[src/rtl/sib_pkg.sv]
// Shared types and constants for the sample-in-ball challenge sampler.
package sib_pkg;

	typedef enum logic [1:0] {
		OP_START = 2'd0,
		OP_FEED  = 2'd1,
		OP_READ  = 2'd2,
		OP_NONE  = 2'd3
	} sib_op_t;

	typedef struct packed {
		sib_op_t    opcode;
		logic [7:0] stream_byte;
		logic [7:0] coeff_index;
	} sib_cmd_t;

	typedef struct packed {
		logic signed [1:0] read_value;
		logic [6:0]        placed;
		logic              done_res;
		logic              rejected;
	} sib_res_t;

	localparam int unsigned CAND_BITS    = 9;
	localparam int unsigned WEIGHT_RESET = 60;

	localparam logic signed [1:0] COEFF_ZERO = 2'sb00;
	localparam logic signed [1:0] COEFF_POS  = 2'sb01;
	localparam logic signed [1:0] COEFF_NEG  = 2'sb11;

endpackage

[src/rtl/challenge_sample_in_ball.sv]
// Sample-in-ball challenge polynomial sampler with a coefficient RAM of one read and one write port.
// Every beat gives its result in the cycle after it is accepted (res_valid strobe).
// Throughput: one beat per cycle, except that a byte that places a coefficient holds busy
//   through the placement stage (ST_WRPOS) to write back through the one RAM write port.
// Reset (arst_n low) loads weight 60 and starts an empty challenge; the coefficient RAM is
//   cleared at once through per-entry valid bits, no clearing pass. Results cannot stall.
module challenge_sample_in_ball
	import sib_pkg::*;
#(
	parameter int N              = 256,
	parameter int MAX_SIGN_BYTES = 15
) (
	input  logic       clk,
	input  logic       arst_n,
	input  logic       start,
	output logic       busy,
	input  sib_cmd_t   cmd,
	input  logic       cfg_we,
	input  logic [6:0] cfg_wdata,
	output logic       res_valid,
	output sib_res_t   res
);

	localparam int AW   = $clog2(N);
	localparam int PW   = $clog2(N + 1);
	localparam int CMPW = (PW > 9) ? PW : 9;
	localparam int SW   = (MAX_SIGN_BYTES > 1) ? $clog2(MAX_SIGN_BYTES) : 1;
	localparam int TW   = $clog2(MAX_SIGN_BYTES + 1);
	localparam int WLIM = (8 * MAX_SIGN_BYTES < N) ? 8 * MAX_SIGN_BYTES : N;

	// Clamp a weight to what the sign bytes and the ring size allow.
	function automatic logic [6:0] clamp_w(input logic [6:0] w);
		if (int'(w) > WLIM) begin
			return 7'(WLIM);
		end
		return w;
	endfunction

	localparam logic [6:0] AW_RESET = clamp_w(7'(WEIGHT_RESET));

	typedef enum logic [1:0] {
		ST_IDLE  = 2'b01,
		ST_WRPOS = 2'b10
	} st_t;

	// Control state
	st_t           st_q, st_n;
	logic [6:0]    weight_q;
	logic [6:0]    aw_q, aw_n;
	logic [PW-1:0] pos_q, pos_n;
	logic [6:0]    placed_q, placed_n;
	logic          fin_q, fin_n;
	logic [14:0]   buf_q, buf_n;
	logic [3:0]    cnt_q, cnt_n;
	logic [TW-1:0] taken_q, taken_n;
	logic [N-1:0]  valid_q;

	// Storage
	logic signed [1:0] coeff_mem [N];
	logic [7:0]        sign_mem [MAX_SIGN_BYTES];

	// Placement stage and deferred write of coefficient[b]
	logic [AW-1:0]     pos_s1, b_s1;
	logic              sign_s1;
	logic              pend_q;
	logic [AW-1:0]     pend_addr_q;
	logic signed [1:0] pend_val_q;

	// Read path and result stage
	logic signed [1:0] rdata_s1, fwd_s1;
	logic              hit_s1, vld_s1, is_read_s1;
	logic              res_valid_q, rej_s1, done_s1;
	logic [6:0]        placed_s1;

	// Combinational
	logic              accept, start_clear;
	logic [6:0]        new_aw;
	logic [7:0]        needed;
	logic              sign_phase;
	logic [15:0]       comb_buf;
	logic [4:0]        cnt_sum;
	logic              have_cand;
	logic [8:0]        cand;
	logic              sign_we, place, rej;
	logic [AW-1:0]     raddr;
	logic              read_oob;
	logic signed [1:0] old_b;
	logic              we;
	logic [AW-1:0]     waddr;
	logic signed [1:0] wdata;

	assign accept      = start && !busy;
	assign start_clear = accept && (cmd.opcode == OP_START);
	assign busy        = (st_q == ST_WRPOS);

	assign new_aw     = clamp_w(weight_q);
	assign needed     = (8'(aw_q) + 8'd7) >> 3;
	assign sign_phase = (8'(taken_q) < needed);
	assign comb_buf   = 16'(buf_q) | (16'(cmd.stream_byte) << cnt_q);
	assign cnt_sum    = 5'(cnt_q) + 5'd8;
	assign have_cand  = (cnt_sum >= 5'(CAND_BITS));
	assign cand       = comb_buf[8:0];

	// Advance sampler state for the accepted beat.
	always_comb begin
		aw_n     = aw_q;
		pos_n    = pos_q;
		placed_n = placed_q;
		fin_n    = fin_q;
		buf_n    = buf_q;
		cnt_n    = cnt_q;
		taken_n  = taken_q;
		sign_we  = 1'b0;
		place    = 1'b0;
		rej      = 1'b0;
		if (accept) begin
			unique case (cmd.opcode)
				OP_START: begin
					aw_n     = new_aw;
					pos_n    = PW'(N) - PW'(new_aw);
					placed_n = '0;
					fin_n    = (new_aw == '0);
					buf_n    = '0;
					cnt_n    = '0;
					taken_n  = '0;
				end
				OP_FEED: begin
					if (!fin_q) begin
						if (sign_phase) begin
							sign_we = 1'b1;
							taken_n = taken_q + TW'(1);
						end else if (have_cand) begin
							buf_n = 15'(comb_buf >> CAND_BITS);
							cnt_n = 4'(cnt_sum - 5'(CAND_BITS));
							if (CMPW'(cand) > CMPW'(pos_q)) begin
								rej = 1'b1;
							end else begin
								place    = 1'b1;
								pos_n    = pos_q + PW'(1);
								placed_n = placed_q + 7'd1;
								fin_n    = ((pos_q + PW'(1)) == PW'(N));
							end
						end else begin
							buf_n = comb_buf[14:0];
							cnt_n = cnt_sum[3:0];
						end
					end
				end
				OP_READ, OP_NONE: begin
				end
			endcase
		end
	end

	always_comb begin
		st_n = st_q;
		unique case (st_q)
			ST_IDLE:  if (place) st_n = ST_WRPOS;
			ST_WRPOS: st_n = ST_IDLE;
			default:  st_n = ST_IDLE;
		endcase
	end

	// One read address: the read index for reads, the candidate otherwise.
	assign raddr    = (cmd.opcode == OP_READ) ? AW'(cmd.coeff_index) : AW'(cand);
	assign read_oob = (10'(cmd.coeff_index) >= 10'(N));

	// Old coefficient[b], with the deferred write forwarded and unwritten entries as zero.
	assign old_b = hit_s1 ? fwd_s1 : (vld_s1 ? rdata_s1 : COEFF_ZERO);

	// Write port: position during the placement stage, else the deferred b write.
	always_comb begin
		if (st_q == ST_WRPOS) begin
			we    = 1'b1;
			waddr = pos_s1;
			wdata = old_b;
		end else begin
			we    = pend_q && !start_clear;
			waddr = pend_addr_q;
			wdata = pend_val_q;
		end
	end

	always_ff @(posedge clk) begin
		if (we) begin
			coeff_mem[waddr] <= wdata;
		end
		rdata_s1 <= coeff_mem[raddr];
	end

	always_ff @(posedge clk) begin
		if (sign_we) begin
			sign_mem[SW'(taken_q)] <= cmd.stream_byte;
		end
	end

	// Payload stage registers
	always_ff @(posedge clk) begin
		if (accept) begin
			hit_s1     <= pend_q && (pend_addr_q == raddr);
			fwd_s1     <= pend_val_q;
			vld_s1     <= valid_q[raddr];
			is_read_s1 <= (cmd.opcode == OP_READ) && !read_oob;
			placed_s1  <= placed_n;
			done_s1    <= fin_n;
			rej_s1     <= rej;
		end
		if (place) begin
			pos_s1  <= AW'(pos_q);
			b_s1    <= AW'(cand);
			sign_s1 <= sign_mem[SW'(placed_q >> 3)][placed_q[2:0]];
		end
		if (st_q == ST_WRPOS) begin
			pend_addr_q <= b_s1;
			pend_val_q  <= sign_s1 ? COEFF_NEG : COEFF_POS;
		end
	end

	always_ff @(posedge clk or negedge arst_n) begin
		if (!arst_n) begin
			st_q        <= ST_IDLE;
			weight_q    <= 7'(WEIGHT_RESET);
			aw_q        <= AW_RESET;
			pos_q       <= PW'(N) - PW'(AW_RESET);
			placed_q    <= '0;
			fin_q       <= (AW_RESET == '0);
			buf_q       <= '0;
			cnt_q       <= '0;
			taken_q     <= '0;
			valid_q     <= '0;
			pend_q      <= 1'b0;
			res_valid_q <= 1'b0;
		end else begin
			st_q        <= st_n;
			aw_q        <= aw_n;
			pos_q       <= pos_n;
			placed_q    <= placed_n;
			fin_q       <= fin_n;
			buf_q       <= buf_n;
			cnt_q       <= cnt_n;
			taken_q     <= taken_n;
			res_valid_q <= accept;
			pend_q      <= (st_q == ST_WRPOS);
			if (cfg_we) begin
				weight_q <= cfg_wdata;
			end
			// Drop the whole store on a start; otherwise mark written entries.
			if (start_clear) begin
				valid_q <= '0;
			end else if (we) begin
				valid_q[waddr] <= 1'b1;
			end
		end
	end

	assign res_valid = res_valid_q;

	always_comb begin
		res.read_value = is_read_s1 ? old_b : COEFF_ZERO;
		res.placed     = placed_s1;
		res.done_res   = done_s1;
		res.rejected   = rej_s1;
	end

	// A placement stage always shows the result of the byte that opened it.
	assert property (@(posedge clk) disable iff (!arst_n)
		(st_q == ST_WRPOS) |-> res_valid_q)
		else $error("placement stage without result strobe");

	// The placement stage is always followed directly by idle.
	assert property (@(posedge clk) disable iff (!arst_n)
		(st_q == ST_WRPOS) |=> (st_q == ST_IDLE))
		else $error("placement stage held");

	// The deferred write never competes with the position write.
	assert property (@(posedge clk) disable iff (!arst_n)
		!(pend_q && (st_q == ST_WRPOS)))
		else $error("write port conflict");

	// Never place more coefficients than the latched weight.
	assert property (@(posedge clk) disable iff (!arst_n)
		placed_q <= aw_q)
		else $error("placed count beyond weight");

	// Finished exactly when the position has reached the ring end.
	assert property (@(posedge clk) disable iff (!arst_n)
		fin_q == (pos_q == PW'(N)))
		else $error("finished flag out of step with position");

endmodule

[config.mk]
export PLATFORM = sky130hd
export DESIGN_NAME = challenge_sample_in_ball
export DESIGN_NICKNAME = d
export VERILOG_FILES = /design/src/rtl/sib_pkg.sv /design/src/rtl/challenge_sample_in_ball.sv
export SDC_FILE = /design/constraint.sdc
export NUM_CORES = 2
export LEC_CHECK = 0
export BUFFER_PORTS_ARGS = -buffer_cell sky130_fd_sc_hd__buf_2
export CAP_MARGIN = 5
export CORE_MARGIN = 1.5
export CORE_UTILIZATION = 35
export DETAILED_ROUTE_END_ITERATION = 6
export GPL_ROUTABILITY_DRIVEN = 1
export SYNTH_ARGS = -nofsm -noshare
export SYNTH_HDL_FRONTEND = slang
export SYNTH_SLANG_ARGS = --single-unit
[constraint.sdc]
create_clock -name clk -period 29.7 [get_ports clk]
set_clock_uncertainty 0.2 [all_clocks]
set_input_delay 7.425 -clock clk [delete_from_list [all_inputs] [get_ports clk]]
set_output_delay 7.425 -clock clk [all_outputs]
set_load 0.05 [all_outputs]
======== Yosys cells after proc, flatten, opt, wreduce, memory -nomap -nowiden ========
Memory sizes are Yosys's and may differ from the RTL's. A register that Yosys moved wholly into a read port is not among the register bits.
Cells that the tools add are included.
word-level totals
  flip-flop bits (word level) ............. 355
  bits in writable memories ............... 632
  input port bits ......................... 29
  output and inout bits ................... 13
  word-level logic and storage cells ...... 138
  memories ................................ 2
memories
  memory     depth  width  rd ports  clocked after Yosys merged registers in  write ports  RTL line                        source
  coeff_mem  256    2      1         1                                        1            challenge_sample_in_ball.sv:59  logic signed [1:0] coeff_mem [N];
  sign_mem   15     8      1         0                                        1            challenge_sample_in_ball.sv:60  logic [7:0] sign_mem [MAX_SIGN_BYTES];
operators by class
  add/subtract/negate cells ............... 7
  $lt $le $gt $ge ......................... 8
  eq/ne operators ......................... 12
  shifts and indexed selects .............. 1
  muxes and demuxes ....................... 64
  bitwise gates (word level) .............. 4
  reductions and logical operators ........ 16
operator list
  kind                                                 count
  2-to-1 mux 256 bit                                   2
  bitwise OR 256 bit                                   1
  2-to-1 mux 7 bit                                     7
  2-to-1 mux 15 bit                                    3
  2-to-1 mux 9 bit                                     4
  one-hot mux 15 bit (2 select lines)                  1
  2-to-1 mux 1 bit                                     25
  2-to-1 mux 4 bit                                     5
  < comparator 8 x 9 -> 1 bit (second input constant)  2
  one-hot mux 9 bit (2 select lines)                   1
  2-to-1 mux 8 bit                                     2
  bitwise OR 15 x 16 -> 16 bit                         1
  one-hot mux 4 bit (2 select lines)                   2
  << shifter 8 x 4 -> 16 bit                           1
  2-to-1 mux 2 bit                                     7
  one-hot mux 7 bit (2 select lines)                   1
  inequality test 2 bit (second input constant)        6
  adder 9 x 1 -> 9 bit (second input constant)         1
  == test 9 bit (second input constant)                1
  > comparator 9 bit                                   1
  subtractor 9 x 7 -> 9 bit (first input constant)     1
  adder 7 x 3 -> 8 bit (second input constant)         1
  binary-select mux 1 bit (select 8 bit)               1
  demux 1 bit (select 8 bit)                           1
  other kinds (24)                                     34

======== Depth between registers and ports, before layout ========
  depth after elaboration ................. 11
  mapped depth ............................ 17
  depth with buffers taken out ............ 15

======== Worst setup path before layout ========
OpenSTA, ideal clock, no wires.
  kind .................................... flip-flop to flip-flop
  start ................................... register st_q[0]
  end ..................................... memory coeff_mem[0][1], data pin
  library setup time ...................... 2.186 ns
  arrival ................................. 10.824 ns
  required time ........................... 27.314 ns
  setup slack ............................. 16.490 ns
  cell stages (with the launch flop) ...... 5
  buffers on the path ..................... 2
  period minus slack after synthesis ...... 13.210 ns
  path through ............................ dfstp_2 nand2b_1 clkbuf_1 buf_1 o21ai_0
between the ends
  cells in the longest elaborated chain, start to end .. 2
RTL lines
  element                 RTL line                         source
  start, declared         challenge_sample_in_ball.sv:47   st_t st_q, st_n;
  start signal, assigned  challenge_sample_in_ball.sv:234  st_q <= st_n;
  == test 2 bit           challenge_sample_in_ball.sv:173  if (st_q == ST_WRPOS) begin
  2-to-1 mux 2 bit        challenge_sample_in_ball.sv:173
  named net wdata[1]      challenge_sample_in_ball.sv:90   logic signed [1:0] wdata;
  end, declared           challenge_sample_in_ball.sv:59
The timed path passes the listed nets, and every way through them passes these cells.

======== Final worst setup path ========
  start ................................... input port cmd[17] in the netlist's numbering
  end ..................................... register vld_s1, data pin
between the ends
  cells in the longest elaborated chain, start to end .. 4
RTL lines
  element                                 RTL line                         source
  start, declared                         challenge_sample_in_ball.sv:17   input sib_cmd_t cmd,
  == test 2 bit                           challenge_sample_in_ball.sv:165  assign raddr = (cmd.opcode == OP_READ) ? AW'(cmd.coeff_index) : AW'(cand);
  2-to-1 mux 8 bit                        challenge_sample_in_ball.sv:165
  binary-select mux 1 bit (select 8 bit)  challenge_sample_in_ball.sv:202  vld_s1 <= valid_q[raddr];
  2-to-1 mux 1 bit (implied by the code)  challenge_sample_in_ball.sv:202
  end signal, assigned                    challenge_sample_in_ball.sv:202
  end, declared                           challenge_sample_in_ball.sv:71   logic hit_s1, vld_s1, is_read_s1;
Every way passes these cells. The select of a mux whose other input is x is not followed.
A chain may end at the register's enable or synchronous reset.

==> summary.md <==
| Metric | Value |
|---|---|
| Outcome | `finished clean` |
| Setup Buffers After CTS | `0` |
| Drt drc | `0` |
| TritonRoute pass-1 iters | `6` |
| Setup slack after layout | `around 17 ns` |
| Row Count | `between 100 and 150` |
| Post-synth EDFFs | `roughly 670` |
| Reg-to-reg endpoint | `vld_s1` |
| Final wirelength | `approximately 120 mm` |
| Worst slew margin | `between 20% and 30%` |
| Die height | `351 microns` |
| Final Max Tran Viols | `0` |
| Post-cts sizing count | `0` |
| Fin cells | `roughly 5400` |
| Clk_lat worst skew | `0.71 ns` |
| Final setup viols | `0` |
| Storage element area | `~0.028 sq mm` |
| Placer Congestion | `0.816` |
| Setup tns final | `0 ns` |
| Area occupied by multi-input gates | `0.0134 sq mm` |
| Area Growth Syn to Fin | `12.4%` |
| Distinct cells, synth | `76` |
| Startpoint Class | `primary input` |
| Total grt overflow | `0` |
| Ranking of synthesized cells by area | `edfxtp_1 47%, dfrtp_1 18%, nor2_1 7.3%, nand2_1 6.1%, mux4_2 3.2%` |
| Primary FF master, synth | `edfxtp_1` |
| Share of cells above drive strength 1 | `around 9.8%` |
| Synth warn | `0` |
| Die Area | `around 0.12 sq mm` |
| Worst reg2reg setup slack | `~24 ns` |
| Post-synthesis sequential area ratio | `about two thirds` |
| Leading area contributor after synthesis | `edfxtp_1` |
| Measured slew at the worst slew-check pin | `approximately 1.2 ns` |
| I/O Pins | `42` |
| Period utilisation layout | `41.6%` |
| First-pass GRT wire length | `around 180 mm` |
| Hpwl dp | `between 60 and 70 mm` |
| Worst r2r src | `cnt_q[1]` |
| Fmax | `0.0810 GHz` |
| Top-area cell type share of the netlist area | `a little under half` |
| CP max FO | `115` |
| Max rail drop VDD | `0.0583 mV` |
| Hold WC Path Type | `flop to flop` |
| Vias | `29400` |
| Clock slew at reported path FFs | `about 0.07 ns` |
| Most frequent cell after synthesis | `nor2_1` |
| Hold Startpoint | `b_s1[6]` |
| Clk buf depth | `3` |
| Initial Utilization | `a little over a third` |
| Pre-CTS WS | `16.74 ns` |
| Worst EP required | `30.08 ns` |
| Syn_nets | `3802` |
| Initial antenna violation count | `5` |
| CP Capture Type | `flop` |
| Via density | `5.46` |
| Largest net degree at the start of global routing | `229` |
| CTS buffer count | `between 100 and 150` |
| H-tree Lvls | `3` |
| WP data arrival | `between 10 and 15 ns` |
| WL/cell | `22.3 microns` |
| Path type of the worst setup path | `primary input to flop` |
| Port Buffer Count | `about 40` |
| Post-Syn Instances | `3751` |
| Leakage | `17.0 nW` |
| Reg2Reg Depth | `12` |
| Vias in the first global route | `28600` |
| Min-Delay Path Depth | `0` |
| Power, Total | `~0.0041 W` |
| Hold EP | `pend_addr_q[6]` |
| MaxCap Viol Count | `0` |
| RSZ-0062 raised after global routing | `false` |
| TritonCTS clock tree | `built` |
| Min Tclk post-route | `~12 ns` |
| Fillers | `between 10000 and 15000` |
| Post-synthesis area per instance | `11.3 sq um` |
| Iteration-0 DRC Markers | `approximately 3200` |
| Die Wd | `roughly 350 microns` |
| Final Hold Vio Count | `0` |
| Mapped cell area | `approximately 0.042 sq mm` |
| Post-route ant nets | `0` |
| FF+latch count, synth | `a little under 1000` |
| Top cells by count, synth | `825 x nor2_1, 694 x nand2_1, 671 x edfxtp_1, 302 x dfrtp_1, 245 x nand3_1` |
| Hold buffers post-CTS | `0` |
| Diodes inserted | `0` |
| Root Buffer | `clkbuf_16` |
| Placed insts | `a little over 5000` |
| Layout Nets | `~3700` |
| PwrDens | `86.0 mW/mm^2` |
| Sink Count | `between 900 and 1000` |
| Ys async rst share | `about a third` |
| GRT Total Usage | `between 10% and 20%` |
| Crit path launch | `cmd[17]` |
| Core Region | `roughly 0.12 sq mm` |
[kinds of logic (layout without fill, tap and decap cells)]
group                      count (synthesis)  in the layout  share of synthesized area, %
buffers and inverters                    277            302                          2.75
AOI/OAI and AO/OA                        403            403                          6.95
xor gates and xnor gates                  25             25                         0.515
adders and majority gates                 22             22                         0.648
and+or+nand+nor                         1941           1941                          19.0
DFF                                      987            987                          66.0
muxes                                     96             96                          4.11
[power breakdown]
group / leakage (nW) / switching (W) / internal, W / total (W)
Combinational: 5.82 / 0.000871 / 0.000362 / 0.00123
Clock: 1.73 / 0.000573 / 0.000781 / 0.00135
Sequential: 9.49 / 0.0000349 / 0.00149 / 0.00152
[layout by cell type, fill, tap and decap left out, types with 15 or more instances in the layout]
cell type | Yosys | layout
a211oi_1 | 69 | 69
nor3_1 | 23 | 18
clkbuf_16 | 0 | 104
edfxtp_1 | 671 | 671
and3_1 | 78 | 78
buf_2 | 56 | 40
ha_1 | 22 | 22
nor2_1 | 825 | 824
nand2_1 | 694 | 679
o31ai_1 | 17 | 17
a31oi_1 | 31 | 31
inv_1 | 20 | 20
clkbuf_1 | 151 | 25
mux2i_1 | 21 | 20
dfrtp_1 | 302 | 300
a21oi_1 | 64 | 63
buf_4 | 9 | 35
clkinv_2 | 0 | 19
nand3_1 | 245 | 245
xnor2_1 | 15 | 15
clkinv_1 | 1 | 16
a311oi_1 | 118 | 118
o21ai_0 | 36 | 35
mux4_2 | 60 | 60
[worst max-delay path by stage]
stage / to / slack [ns] / cells after the start
floorplan: coeff_mem[0][1] / 16.49 / 4
global placement: vld_s1 / 16.77 / 14
detailed placement: vld_s1 / 16.74 / 14
CTS: vld_s1 / 17.49 / 14
global route: vld_s1 / 17.07 / 14
finish: vld_s1 / 17.35 / 14
[per-stage QoR]
step,cell area (sq um),util (%),hold WS [ns]
final,47800,39.8,0.220
after global routing,47800,39.8,0.230
after CTS,47800,39.8,0.222
after detailed placement,44200,36.8,0.205
after global placement,44200,36.8,0.202
after floorplan,42500,-,0.200
[state kept, by name, summed over array words and instances (netlist names), 4 cells and up]
name / count
taken_q: 4
pos_q: 9
aw_q: 7
placed_q: 7
sign_mem: 120
coeff_mem: 512
buf_q: 15
b_s1: 8
valid_q: 256
cnt_q: 4
pend_addr_q: 8
weight_q: 7
pos_s1: 8
placed_s1: 7
[worst max-delay path, cell delays in order]
cell	delay (ns)
buf_2	0.17
nor2b_4	0.59
mux2i_4	0.32
buf_4	0.38
and2_4	0.65
buf_12	0.40
buf_4	0.91
nand2_1	0.11
a311oi_1	0.29
a311oi_1	0.10
nor3_1	0.62
a21oi_1	0.08
a21oi_1	0.18
a221o_1	0.13
[layout make-up]
class / instances / share of cell area [%]
timing repair buffer: 84 / 1.34
sequential: 987 / 58.8
clock inverter: 61 / 1.62
multi-input combinational: 2487 / 28.1
inverter: 22 / 0.173
clock buffer: 135 / 5.82
tap: 1612 / 4.22
[metal layers]
| layer | vias to the layer above | GRT usage, % | wire length (microns) |
|---|---|---|---|
| met3 | 227 | 3.08 | 9040 |
| met4 | 0 | 6.29 | 3620 |
| met2 | 1233 | 30.1 | 54900 |
| met1 | 14700 | 27.5 | 52500 |
| met5 | - | 0 | 0 |
| li1 | 13200 | - | - |
Power figures use the tool's default switching activity.
